--- src/hdl/lqt_pkg.sv ---
// lqt_pkg: shared types, constants and arithmetic helpers of the link quality tracker
// used by lqt_front, lqt_back and link_quality_tracker; no dependencies
package lqt_pkg;

    localparam int LINKS_DEF       = 16;
    localparam int WINDOW_DEF      = 32;
    localparam int COST_BROKEN_DEF = 255;
    localparam int MAX_RES         = 16;

    localparam logic [7:0]  LQ_FULL    = 8'd255;
    localparam logic [15:0] TOTAL_INIT = 16'd3;
    localparam logic [15:0] GAP_LIMIT  = 16'd256;

    // request codes
    localparam logic [1:0] REQ_HELLO   = 2'd0;
    localparam logic [1:0] REQ_LOST    = 2'd1;
    localparam logic [1:0] REQ_FOREIGN = 2'd2;
    localparam logic [1:0] REQ_TICK    = 2'd3;

    typedef struct packed {
        logic [1:0]  req_type;
        logic [3:0]  link_index;
        logic [15:0] seq_number;
        logic        foreign_present;
        logic [7:0]  foreign_lq;
        logic [7:0]  cca_load;
        logic [7:0]  nav_load;
    } req_t;

    typedef struct packed {
        logic [3:0]  out_link;
        logic [7:0]  link_cost;
        logic        cost_updated;
        logic        any_change;
        logic        duplicate;
        logic [8:0]  seq_gap;
        logic [15:0] slot_received;
        logic [15:0] slot_total;
        logic [7:0]  missed_count;
        logic        last;
    } rsp_t;

    typedef enum logic [2:0] {
        OP_HELLO,
        OP_LOST,
        OP_FOREIGN,
        OP_TICK,
        OP_IGNORE
    } op_kind_t;

    // classified word passed from front to back
    typedef struct packed {
        op_kind_t    kind;
        logic [3:0]  link;
        logic [15:0] seq;
        logic [7:0]  fq;
        logic [7:0]  load;
    } op_t;

    // back status seen by the front
    typedef struct packed {
        logic take;
        logic clearing;
    } back_stat_t;

    typedef enum logic [2:0] {
        ST_CLEAR,
        ST_IDLE,
        ST_APPLY,
        ST_ADVANCE,
        ST_HYST,
        ST_EMIT
    } back_state_t;

    // x / 10 for 8-bit x by reciprocal multiply
    function automatic logic [7:0] div10(input logic [7:0] x);
        logic [15:0] p;
        p = 16'(x) * 16'd205;
        return 8'(p >> 11);
    endfunction

    // 10 percent hysteresis test
    function automatic logic moved(input logic [7:0] sm, input logic [7:0] cur);
        logic [7:0] tenth;
        tenth = div10(sm);
        if (sm < cur)
            return (cur == LQ_FULL) || ((cur - sm) > tenth);
        else if (sm > cur)
            return (sm - cur) > tenth;
        else
            return 1'b0;
    endfunction

    // (lq + nlq) / 2 clamped to 1..broken
    function automatic logic [7:0] cost_of(input logic [7:0] lq, input logic [7:0] nlq,
                                           input logic [7:0] broken);
        logic [8:0] s;
        logic [7:0] c;
        s = 9'(lq) + 9'(nlq);
        c = s[8:1];
        if (c > broken)
            c = broken;
        if (c == 8'd0)
            c = 8'd1;
        return c;
    endfunction

endpackage

--- src/hdl/lqt_front.sv ---
// lqt_front: accepts commands, classifies them and queues them for the back end
// depends on lqt_pkg
module lqt_front (
    input  logic              clk,
    input  logic              rst_n,
    input  logic              start,
    output logic              busy,
    input  lqt_pkg::req_t     req,
    input  logic [4:0]        n_links,
    input  lqt_pkg::back_stat_t stat,
    output logic              q_valid,
    output lqt_pkg::op_t      q_op
);
    import lqt_pkg::*;

    op_t        q0_reg, q0_next, q1_reg, q1_next, cls;
    logic [1:0] cnt_reg, cnt_next;
    logic       push, pop;
    logic [7:0] load;

    assign busy    = (cnt_reg == 2'd2) || stat.clearing;
    assign push    = start && !busy;
    assign pop     = stat.take;
    assign q_valid = (cnt_reg != 2'd0);
    assign q_op    = q0_reg;

    // classify the incoming word
    always_comb
    begin
        load      = (req.cca_load > req.nav_load) ? req.cca_load : req.nav_load;
        cls.link  = req.link_index;
        cls.seq   = req.seq_number;
        cls.fq    = req.foreign_present ? req.foreign_lq : 8'd0;
        cls.load  = load;
        cls.kind  = OP_IGNORE;
        if (req.req_type == REQ_TICK)
            cls.kind = OP_TICK;
        else if ({1'b0, req.link_index} < n_links)
        begin
            unique case (req.req_type)
                REQ_HELLO:   cls.kind = OP_HELLO;
                REQ_LOST:    cls.kind = OP_LOST;
                REQ_FOREIGN: cls.kind = OP_FOREIGN;
                default:     cls.kind = OP_IGNORE;
            endcase
        end
    end

    // two-entry queue
    always_comb
    begin
        q0_next  = q0_reg;
        q1_next  = q1_reg;
        cnt_next = cnt_reg;
        case ({push, pop})
            2'b10:
            begin
                if (cnt_reg == 2'd0)
                    q0_next = cls;
                else
                    q1_next = cls;
                cnt_next = cnt_reg + 2'd1;
            end
            2'b01:
            begin
                q0_next  = q1_reg;
                cnt_next = cnt_reg - 2'd1;
            end
            2'b11:
            begin
                if (cnt_reg == 2'd1)
                    q0_next = cls;
                else
                begin
                    q0_next = q1_reg;
                    q1_next = cls;
                end
            end
            default:
            begin
                cnt_next = cnt_reg;
            end
        endcase
    end

    always_ff @(posedge clk or negedge rst_n)
    begin
        if (!rst_n)
            cnt_reg <= 2'd0;
        else
            cnt_reg <= cnt_next;
    end

    always_ff @(posedge clk)
    begin
        q0_reg <= q0_next;
        q1_reg <= q1_next;
    end

endmodule

--- config.mk ---
export PLATFORM = sky130hd
export DESIGN_NAME = lqt_front
export DESIGN_NICKNAME = d
export VERILOG_FILES = /design/src/hdl/lqt_pkg.sv /design/src/hdl/lqt_front.sv
export SDC_FILE = /design/constraint.sdc
export NUM_CORES = 1
export LEC_CHECK = 0
export ABC_CLOCK_PERIOD_IN_PS = 4600
export BUFFER_PORTS_ARGS = -buffer_cell sky130_fd_sc_hd__buf_2
export CAP_MARGIN = 5
export CORE_MARGIN = 3
export CORE_UTILIZATION = 40
export CTS_CLUSTER_DIAMETER = 100
export CTS_CLUSTER_SIZE = 16
export DETAILED_ROUTE_END_ITERATION = 10
export PLACE_DENSITY = 0.74
export SLEW_MARGIN = 20
export SYNTH_ARGS = -nofsm -noshare
export SYNTH_HDL_FRONTEND = slang
export SYNTH_SLANG_ARGS = --single-unit
--- constraint.sdc ---
create_clock -name clk -period 4.6 [get_ports clk]
set_input_delay 0 -clock clk [delete_from_list [all_inputs] [get_ports clk]]
set_output_delay 0 -clock clk [all_outputs]
set_load 0.05 [all_outputs]
== Word level (Yosys, flattened, before mapping) ==
Cells that the tools add are included.
Storage, ports and cells
  register bits: 80
  input bits: 57
  output and inout port bits: 41
  logic and storage cells: 49
Operators by class
  $add $sub $neg: 2
  $lt $le $gt $ge: 2
  eq/ne operators: 11
  multiplexer cells: 12
  reduce and logical (&&, ||, !) cells: 11
Operator list (count)
  $mux W39: 4
  $pmux W39 S3: 1
  $pmux W39 S2: 1
  $mux W8: 2
  $eq A2 B2 Y1 const B: 5
  $pmux W3 S3: 1
  $gt A8 B8 Y1: 1
  $eq A2 B1 Y1 const B: 3
  $mux W3: 2
  $ne A2 B2 Y1 const B: 3
  $reduce_bool A2 Y1: 3
  $lt A4 B5 Y1: 1
  $logic_not A2 Y1: 2
  $pmux W2 S2: 1
  $reduce_and A3 Y1: 1
  $reduce_bool A3 Y1: 1
  $add A2 B1 Y2 const B: 1
  $reduce_and A2 Y1: 1
  $sub A2 B1 Y2 const B: 1
  $logic_and A1 B1 Y1: 1
  $logic_not A1 Y1: 1
  $logic_or A1 B1 Y1: 1

== Longest topological paths before layout ==
Gate-level depths: netlist of the first run.
  depth after elaboration: 7
  gate-level depth with buffers: 12
  gate-level depth less buffers: 11

== Worst setup path before layout of the first run ==
OpenSTA, ideal clock, no wires.
  path type: register to register
  start: register cnt_reg[0]
  end: register q1_reg[0] (netlist name) (enable)
  library setup time: 0.453 ns
  arrival time: 3.172 ns
  required time: 4.147 ns
  slack: 0.975 ns
  cell stages (with the launch flop): 9
  buffers on the path: 0
  clock period less this slack: 3.625 ns
  cell sequence: dfrtp_1 > inv_1 > ha_1 > nor2_1 > nand2_1 > inv_1 > ha_1 > nand2b_1 > a22oi_1
Between the ends
  word-level cells in the longest chain between the ends: 7
  elaborated cells between the ends (all ways): 12
  classes of those cells: eq/ne: 6; reduce/logical: 6
RTL lines
  start: declaration: line lqt_front.sv:17  | logic [1:0] cnt_reg, cnt_next;
  start signal: assignment: line lqt_front.sv:91  | cnt_reg <= cnt_next;
  $eq A2 B2 Y1: line lqt_front.sv:21  | assign busy = (cnt_reg == 2'd2) || stat.clearing;
  $logic_or A1 B1 Y1: line lqt_front.sv:21
  $logic_not A1 Y1: line lqt_front.sv:22  | assign push = start && !busy;
  $logic_and A1 B1 Y1: line lqt_front.sv:22
  $eq A2 B2 Y1: line lqt_front.sv:55  | case ({push, pop})
  $ne A2 B2 Y1 (no source line) / $reduce_bool A2 Y1 (equally long branches)
  $reduce_and A3 Y1 (no source line) *
  end signal: assignment: line lqt_front.sv:97  | q1_reg <= q1_next;
  end: declaration: line lqt_front.sv:16  | op_t q0_reg, q0_next, q1_reg, q1_next, cls;
Mark *: on every way between the ends. The rest lies on a longest branch, timed or not.
A chain may end at the register's enable or synchronous reset.

==> summary.md, run 1 <==
| Metric | Value |
|---|---|
| Run status | `complete, no violations` |
| Busiest layer in global routing | `met2` |
| Layout cells sized above 1 | `30.4%` |
| HP Class | `in -> reg` |
| Port-buffer cells | `97` |
| Max cap viols | `0` |
| Met3 global-route usage | `between 2 and 3%` |
| Post-synth EDFFs | `between 70 and 80` |
| Fin area | `4890 sq um` |
| Share of flip-flops with an asynchronous set or reset | `2.50%` |
| Post-detail-place hpwl | `5710 um` |
| Vias | `2714` |
| Cell count after synthesis | `279` |
| First-pass GRT wire length | `12600 um` |
| Final setup viols | `0` |
| Pin count of the biggest net entering global routing | `40` |
| Final min period | `2.88 ns` |
| R2r setup slk | `1.72 ns` |
| FP Rows | `34` |
| CTS tree | `yes` |
| Synth warn | `0` |
| Remaining Overflow, GRT | `0` |
| Setup TNS | `0 ns` |
| Final Max Tran Viols | `0` |
| Boundary Pins | `98` |
| Skew-Pair Late Insertion Delay | `around 0.35 ns` |
| CTS resizes | `0` |
| Clock Skew | `0.00917 ns` |
| CP Launch Type | `flip-flop` |
| CTS H-tree lvls | `3` |
| Layout area overhead | `29.8%` |
| DP Worst Slack | `1.72 ns` |
| Yosys cell types | `36` |
| Yosys reg bits | `80` |
| Arrival time at the worst endpoint | `slightly below 3 ns` |
| Maximum vdd ir drop | `0.180 mV` |
| Sequential fraction of the synthesis area | `a little under two thirds` |
| Global placement routability congestion | `0.877` |
| Antenna violations before repair | `0` |
| CTS buffer count | `9` |
| Global Route Usage Sum | `15.4%` |
| Core ar. | `8930 sq um` |
| Leak pwr | `slightly above 2 nW` |
| DRT Pass-1 Iters | `5` |
| DRC viols | `0` |
| Antenna fix cells | `0` |
| Final Hold Violating Endpoints | `0` |
| Final Power | `0.00227 W` |
| Critical Path Max Stage Delay | `0.63 ns` |
| Fillers | `766` |
| GR Util met1 | `18.5%` |
| Via density | `5.20` |
| Full die area | `10600 sq um` |
| CP max-delay cell | `nand2_1` |
| Top_reg_cell synth | `edfxtp_1` |
| Fmax | `0.347 GHz` |
| Critical Path, Cell by Cell | `inv_1, ha_1, nor2_1, nand2_1, inv_1, ha_1, nand2b_1, nand2_1, buf_4, a22o_1` |
| Die Y | `103 um` |
| M2 GR Usage | `between 20% and 30%` |
| Final period utilization | `62.6%` |
| Worst slew margin | `a little under a third` |
| Filler-free cell count of the finished design | `522` |
| Final WL | `roughly 8100 um` |
| RSZ-0062 raised after global routing | `no` |
| Initial DRC count | `115` |
| ANT nets after route | `0` |
| Hold Buf Count CTS | `31` |
| Post-CTS Setup Bufs | `0` |
| WP buf/inv | `3` |
| Initial Utilization | `42.2%` |
| Worst EP required | `4.70 ns` |
| Yosys top cell area share | `62.1%` |
| Clock tree sinks | `80` |
| Syn avg cell area | `13.5 sq um` |
| Critical path endpoint category | `flip-flop` |
| Placed cells | `475` |
| Drt wl/cell | `15.5 um` |
| Worst-Margin Slew | `between 1 and 1.5 ns` |
| Synthesized net count | `354` |
| Die Width | `between 100 and 150 um` |
| Crit path kind | `reg -> reg` |
| Post-DP Area | `between 4000 and 5000 sq um` |
| Area contributors post-synth | `edfxtp_1, a22o_1, ha_1` |
| Setup slack after layout | `1.72 ns` |
| Synthesized cell area | `3770 sq um` |
| Top delay family on crit path | `simple AND/OR/NAND/NOR gates` |
| Vias in the first global route | `2656` |
| Clk buf depth | `2` |
| Clk root buf | `clkbuf_8` |
| Nets | `485` |
| Clock transition at path regs | `0.08 ns` |
| Power Density | `approximately 460 nW/um^2` |
| Leading area contributor after synthesis | `edfxtp_1` |
| Max FO, Critical Path | `28` |
[synth_stat cells, types with 2 or more instances]
cell type  instances
edfxtp_1          78
a22o_1            28
nand2_1           24
inv_1             19
ha_1              18
o211ai_1          15
a21oi_1           12
nor2_1            11
and2_1             9
a32oi_1            8
nand2b_1           8
o21a_1             7
buf_2              5
o21ai_0            5
a21o_1             3
a22oi_1            3
clkbuf_1           3
a21boi_0           2
buf_4              2
dfrtp_1            2
xnor2_1            2
[cells by family (layout without fill, tap and decap cells)]
kind of cell | Yosys count | count (layout) | share of synthesized area, %
flops | 80 | 80 | 63.5
fa+ha+maj | 18 | 18 | 5.97
buf+inv | 31 | 166 | 3.65
simple gates | 59 | 59 | 8.03
xor+xnor | 2 | 2 | 0.465
compound gates | 89 | 89 | 18.4
[path summary, 6_finish.rpt]
path,endpoint,cells past startpoint,start
max,q_op[32],10,cnt_reg[0]
min,q1_reg[0],3,req[8]
max reg2reg,q_op[32],10,cnt_reg[0]
min reg2reg,cnt_reg[1],2,cnt_reg[1]
max in group asynchronous,cnt_reg[0],3,rst_n
min in group asynchronous,cnt_reg[1],3,rst_n
[worst register-to-register path: stages, from the launching register on]
cell,delay [ns]
dfrtp_1,0.42
inv_1,0.10
ha_1,0.15
nor2_1,0.05
nand2_1,0.11
inv_1,0.07
ha_1,0.22
nand2b_1,0.18
nand2_1,0.63
buf_4,0.44
a22o_1,0.25
[final cells by class]
cell class | instances | area, sq um | share of cell area [%]
timing repair buffer | 132 | 846 | 17.3
clock inverter | 6 | 61.3 | 1.25
sequential | 80 | 2390 | 48.9
tap | 108 | 135 | 2.76
multi-input combinational | 168 | 1260 | 25.8
clock buffer | 9 | 124 | 2.53
inverter | 19 | 71.3 | 1.46
[power breakdown]
group	leakage [nW]	internal [W]	switching [W]
Sequential	0.778	0.000973	0.0000387
Clock	0.0965	0.000246	0.000245
Combinational	1.19	0.000216	0.000547
Total	2.06	0.00144	0.000830
[cells in the final DEF (no fill, tap or decap), types with 2 or more instances in the layout]
| master | instances |
|---|---|
| a21boi_0 | 2 |
| xnor2_1 | 2 |
| a32oi_1 | 8 |
| buf_4 | 3 |
| a22oi_1 | 2 |
| clkbuf_8 | 9 |
| o211ai_1 | 15 |
| dfrtp_1 | 2 |
| dlygate4sd3_1 | 31 |
| a22o_1 | 28 |
| ha_1 | 18 |
| edfxtp_1 | 78 |
| nor2_1 | 11 |
| o21a_1 | 7 |
| clkinv_4 | 2 |
| a21oi_1 | 11 |
| o21ai_0 | 5 |
| nand2_1 | 24 |
| and2_1 | 9 |
| a21o_1 | 3 |
| nand2b_1 | 8 |
| clkinv_2 | 2 |
| inv_1 | 19 |
| buf_2 | 97 |
[metal layers]
layer  wire [um]  up-vias  part of all wire [%]
met2        3890      102                    48
met5           0        -                     0
li1            -     1328                     -
met3         437       13                   5.4
met1        3620     1271                    45
met4         173        0                   2.1
[metrics by stage]
stage	hold WS [ns]	utilization, %
final	0.0183	54.8
after global routing	0.0327	54.8
after CTS	0.00736	54.5
after detailed placement	-0.212	48.9
after global placement	-0.216	48.9
after floorplan	-0.296	-
No activity file was read; power rests on OpenSTA's default activity.
==> run 2: changes to the inputs <==
ABC_CLOCK_PERIOD_IN_PS = 2600   (was 4600)
PLACE_DENSITY = 0.77   (was 0.74)
clock period = 2.6 ns   (was 4.6 ns; I/O delays follow)
==> summary.md, run 2 (synthesis gave the netlist of run 1 again) <==
| Metric | Value |
|---|---|
| Run status | `complete, no violations` |
| Layout cells sized above 1 | `between 30% and 40%` |
| Clock transition at path regs | `roughly 0.080 ns` |
| DRT Pass-1 Iters | `4` |
| Fmax | `0.472 GHz` |
| Reg2reg end | `q_op[36]` |
| Arrival time at the worst endpoint | `2.20 ns` |
| WP buf/inv | `3` |
| Final WL | `8570 um` |
| Clock share of power | `around 21%` |
| Fin area | `between 4000 and 5000 sq um` |
| Boundary Pins | `98` |
| Global placement routability congestion | `0.734` |
| Remaining Overflow, GRT | `0` |
| Switching share of total power | `38.1%` |
| FP Rows | `34` |
| Final Max Tran Viols | `0` |
| HP Class | `in -> reg` |
| Drt wl/cell | `16.2 um` |
| Reg power frac | `44.9%` |
| Initial Utilization | `42.2%` |
| Vias in the first global route | `2771` |
| Critical Path Max Stage Delay | `0.40 ns` |
| Placed cells | `roughly 480` |
| Leak pwr | `2.07 nW` |
| Crit path kind | `reg -> reg` |
| CP max-delay cell | `dfrtp_1` |
| Post-detail-place hpwl | `6280 um` |
| P_sw | `about 0.0015 W` |
| CP Launch Type | `flip-flop` |
| Nets | `491` |
| Clk root buf | `clkbuf_8` |
| Worst slew margin | `69.0%` |
| Antenna violations before repair | `0` |
| Top cell by count, worst path | `inv_1` |
| Length in cells of the worst reg-to-reg path | `10` |
| Global Route Usage Sum | `16.5%` |
| Final Hold Violating Endpoints | `0` |
| Clock tree sinks | `80` |
| Final setup viols | `0` |
| Core ar. | `a little under 9000 sq um` |
| DRC viols | `0` |
| Commonest non-fill, non-tap cell in the layout | `buf_2` |
| Clk buf depth | `2` |
| Worst-Margin Slew | `between 0.4 and 0.5 ns` |
| Critical Path, Cell by Cell | `inv_1, ha_2, nor2_2, nand2_2, ha_1, inv_1, nand2_1, buf_4, a22oi_1, o21ai_0` |
| Via density | `5.27` |
| Port-buffer cells | `97` |
| Area of the multi-input gates | `1300 sq um` |
| Worst setup path endpoint | `q_op[36]` |
| Fillers | `727` |
| Final period utilization | `81.4%` |
| Clock Skew | `0.00615 ns` |
| Critical R2R Launch | `cnt_reg[0]` |
| Combinational power share | `34.6%` |
| CTS tree | `yes` |
| Critical Path Stages | `10` |
| Skew-Pair Late Insertion Delay | `about 0.34 ns` |
| Vias | `2789` |
| Filler-free cell count of the finished design | `529` |
| CTS H-tree lvls | `3` |
| Pin count of the biggest net entering global routing | `28` |
| Maximum vdd ir drop | `roughly 0.34 mV` |
| Critical path endpoint category | `flip-flop` |
| Post-DP Area | `~4500 sq um` |
| Initial DRC count | `103` |
| RSZ-0062 raised after global routing | `no` |
| ANT nets after route | `0` |
| Power Density | `807 nW/um^2` |
| FF+latch area | `2390 sq um` |
| Die Width | `103 um` |
| CTS resizes | `0` |
| Full die area | `10600 sq um` |
| P_int | `0.00248 W` |
| R2r setup slk | `0.48 ns` |
| Layout area overhead | `31.4%` |
| Final min period | `2.12 ns` |
| Max FO, Critical Path | `27` |
| Crit. Startpoint | `cnt_reg[0]` |
| CTS buffer count | `9` |
| First-pass GRT wire length | `about 13000 um` |
| Worst EP required | `~2.7 ns` |
| Die Y | `103 um` |
| Highest-count cells in the layout ignoring fill and taps | `buf_2, edfxtp_1, dlygate4sd3_1, a22o_1, nand2_1` |
| Top delay family on crit path | `adder cells` |
| Antenna fix cells | `0` |
| Max cap viols | `0` |
run 2: changes by cell type in the layout (fill, tap and decap cells not counted), sizes merged:
cell,before,now
inv,19,21
buf,101,107
clkinvlp,0,4
clkinv,5,1
bufinv,1,0
run 2: how the worst min path moves through the flow:
stage | depth (start not counted) | endpoint | slack, ns | start
after floorplan | 0 | cnt_reg[0] | -0.30 | rst_n
after global placement | 1 | cnt_reg[0] | -0.21 | rst_n
after detailed placement | 1 | cnt_reg[0] | -0.21 | rst_n
after CTS | 3 | q1_reg[0] | 0.0009 | req[8]
after global routing | 3 | q1_reg[0] | 0.02 | req[8]
final | 3 | q1_reg[4] | 0.03 | req[12]
run 2: worst reg2reg max path, cell delays in order, from the launching register on:
cell     delay [ns]
dfrtp_1        0.40
inv_1          0.09
ha_2           0.18
nor2_2         0.11
nand2_2        0.09
ha_1           0.26
inv_1          0.11
nand2_1        0.07
buf_4          0.22
a22oi_1        0.21
o21ai_0        0.11
run 2: area by class of cell:
type / count / area share (%)
flip-flops and latches: 80 / 48.3
multi-input cells: 168 / 26.3
repair buffers: 138 / 17.6
well taps: 108 / 2.73
clock buffers: 9 / 2.50
inverters: 19 / 1.44
clock inverters: 7 / 1.14
run 2: routing by layer:
| metal | routed length, um | global-route usage [%] | share of wire [%] |
|---|---|---|---|
| met1 | 3730 | 20.3 | 44 |
| met2 | 4180 | 28.5 | 49 |
| met3 | 478 | 2.37 | 5.6 |
| met4 | 186 | 7.47 | 2.2 |
| met5 | 0 | 0 | 0 |
run 2: what timing repair did:
action / 4_1_cts / 5_1_grt
hold buffers: 31 / 0
setup endpoints to repair: 0 / 0
setup buffers: 0 / 0
endpoints found under the hold margin: 46 / 0
run 2: power groups by stage:
stage          Clock [W]  Combinational [W]  Sequential, W
5_1_grt         0.000887            0.00149        0.00182
3_5_place_dp           0            0.00135        0.00183
3_3_place_gp           0            0.00133        0.00181
6_report        0.000819            0.00138        0.00180
4_1_cts         0.000844            0.00139        0.00180
2_1_floorplan          0           0.000518        0.00230
run 2: through the flow:
stage          power [W]  setup TNS, ns  util (%)  hold WS, ns  setup WS (ns)
2_1_floorplan    0.00281          -2.37         -       -0.296        -0.0608
3_3_place_gp     0.00314              0      50.0       -0.214          0.631
3_5_place_dp     0.00318              0      50.0       -0.212          0.519
4_1_cts          0.00403              0      55.4     0.000866          0.490
5_1_grt          0.00419              0      55.4       0.0235          0.278
6_report         0.00400              0      55.4       0.0279          0.482
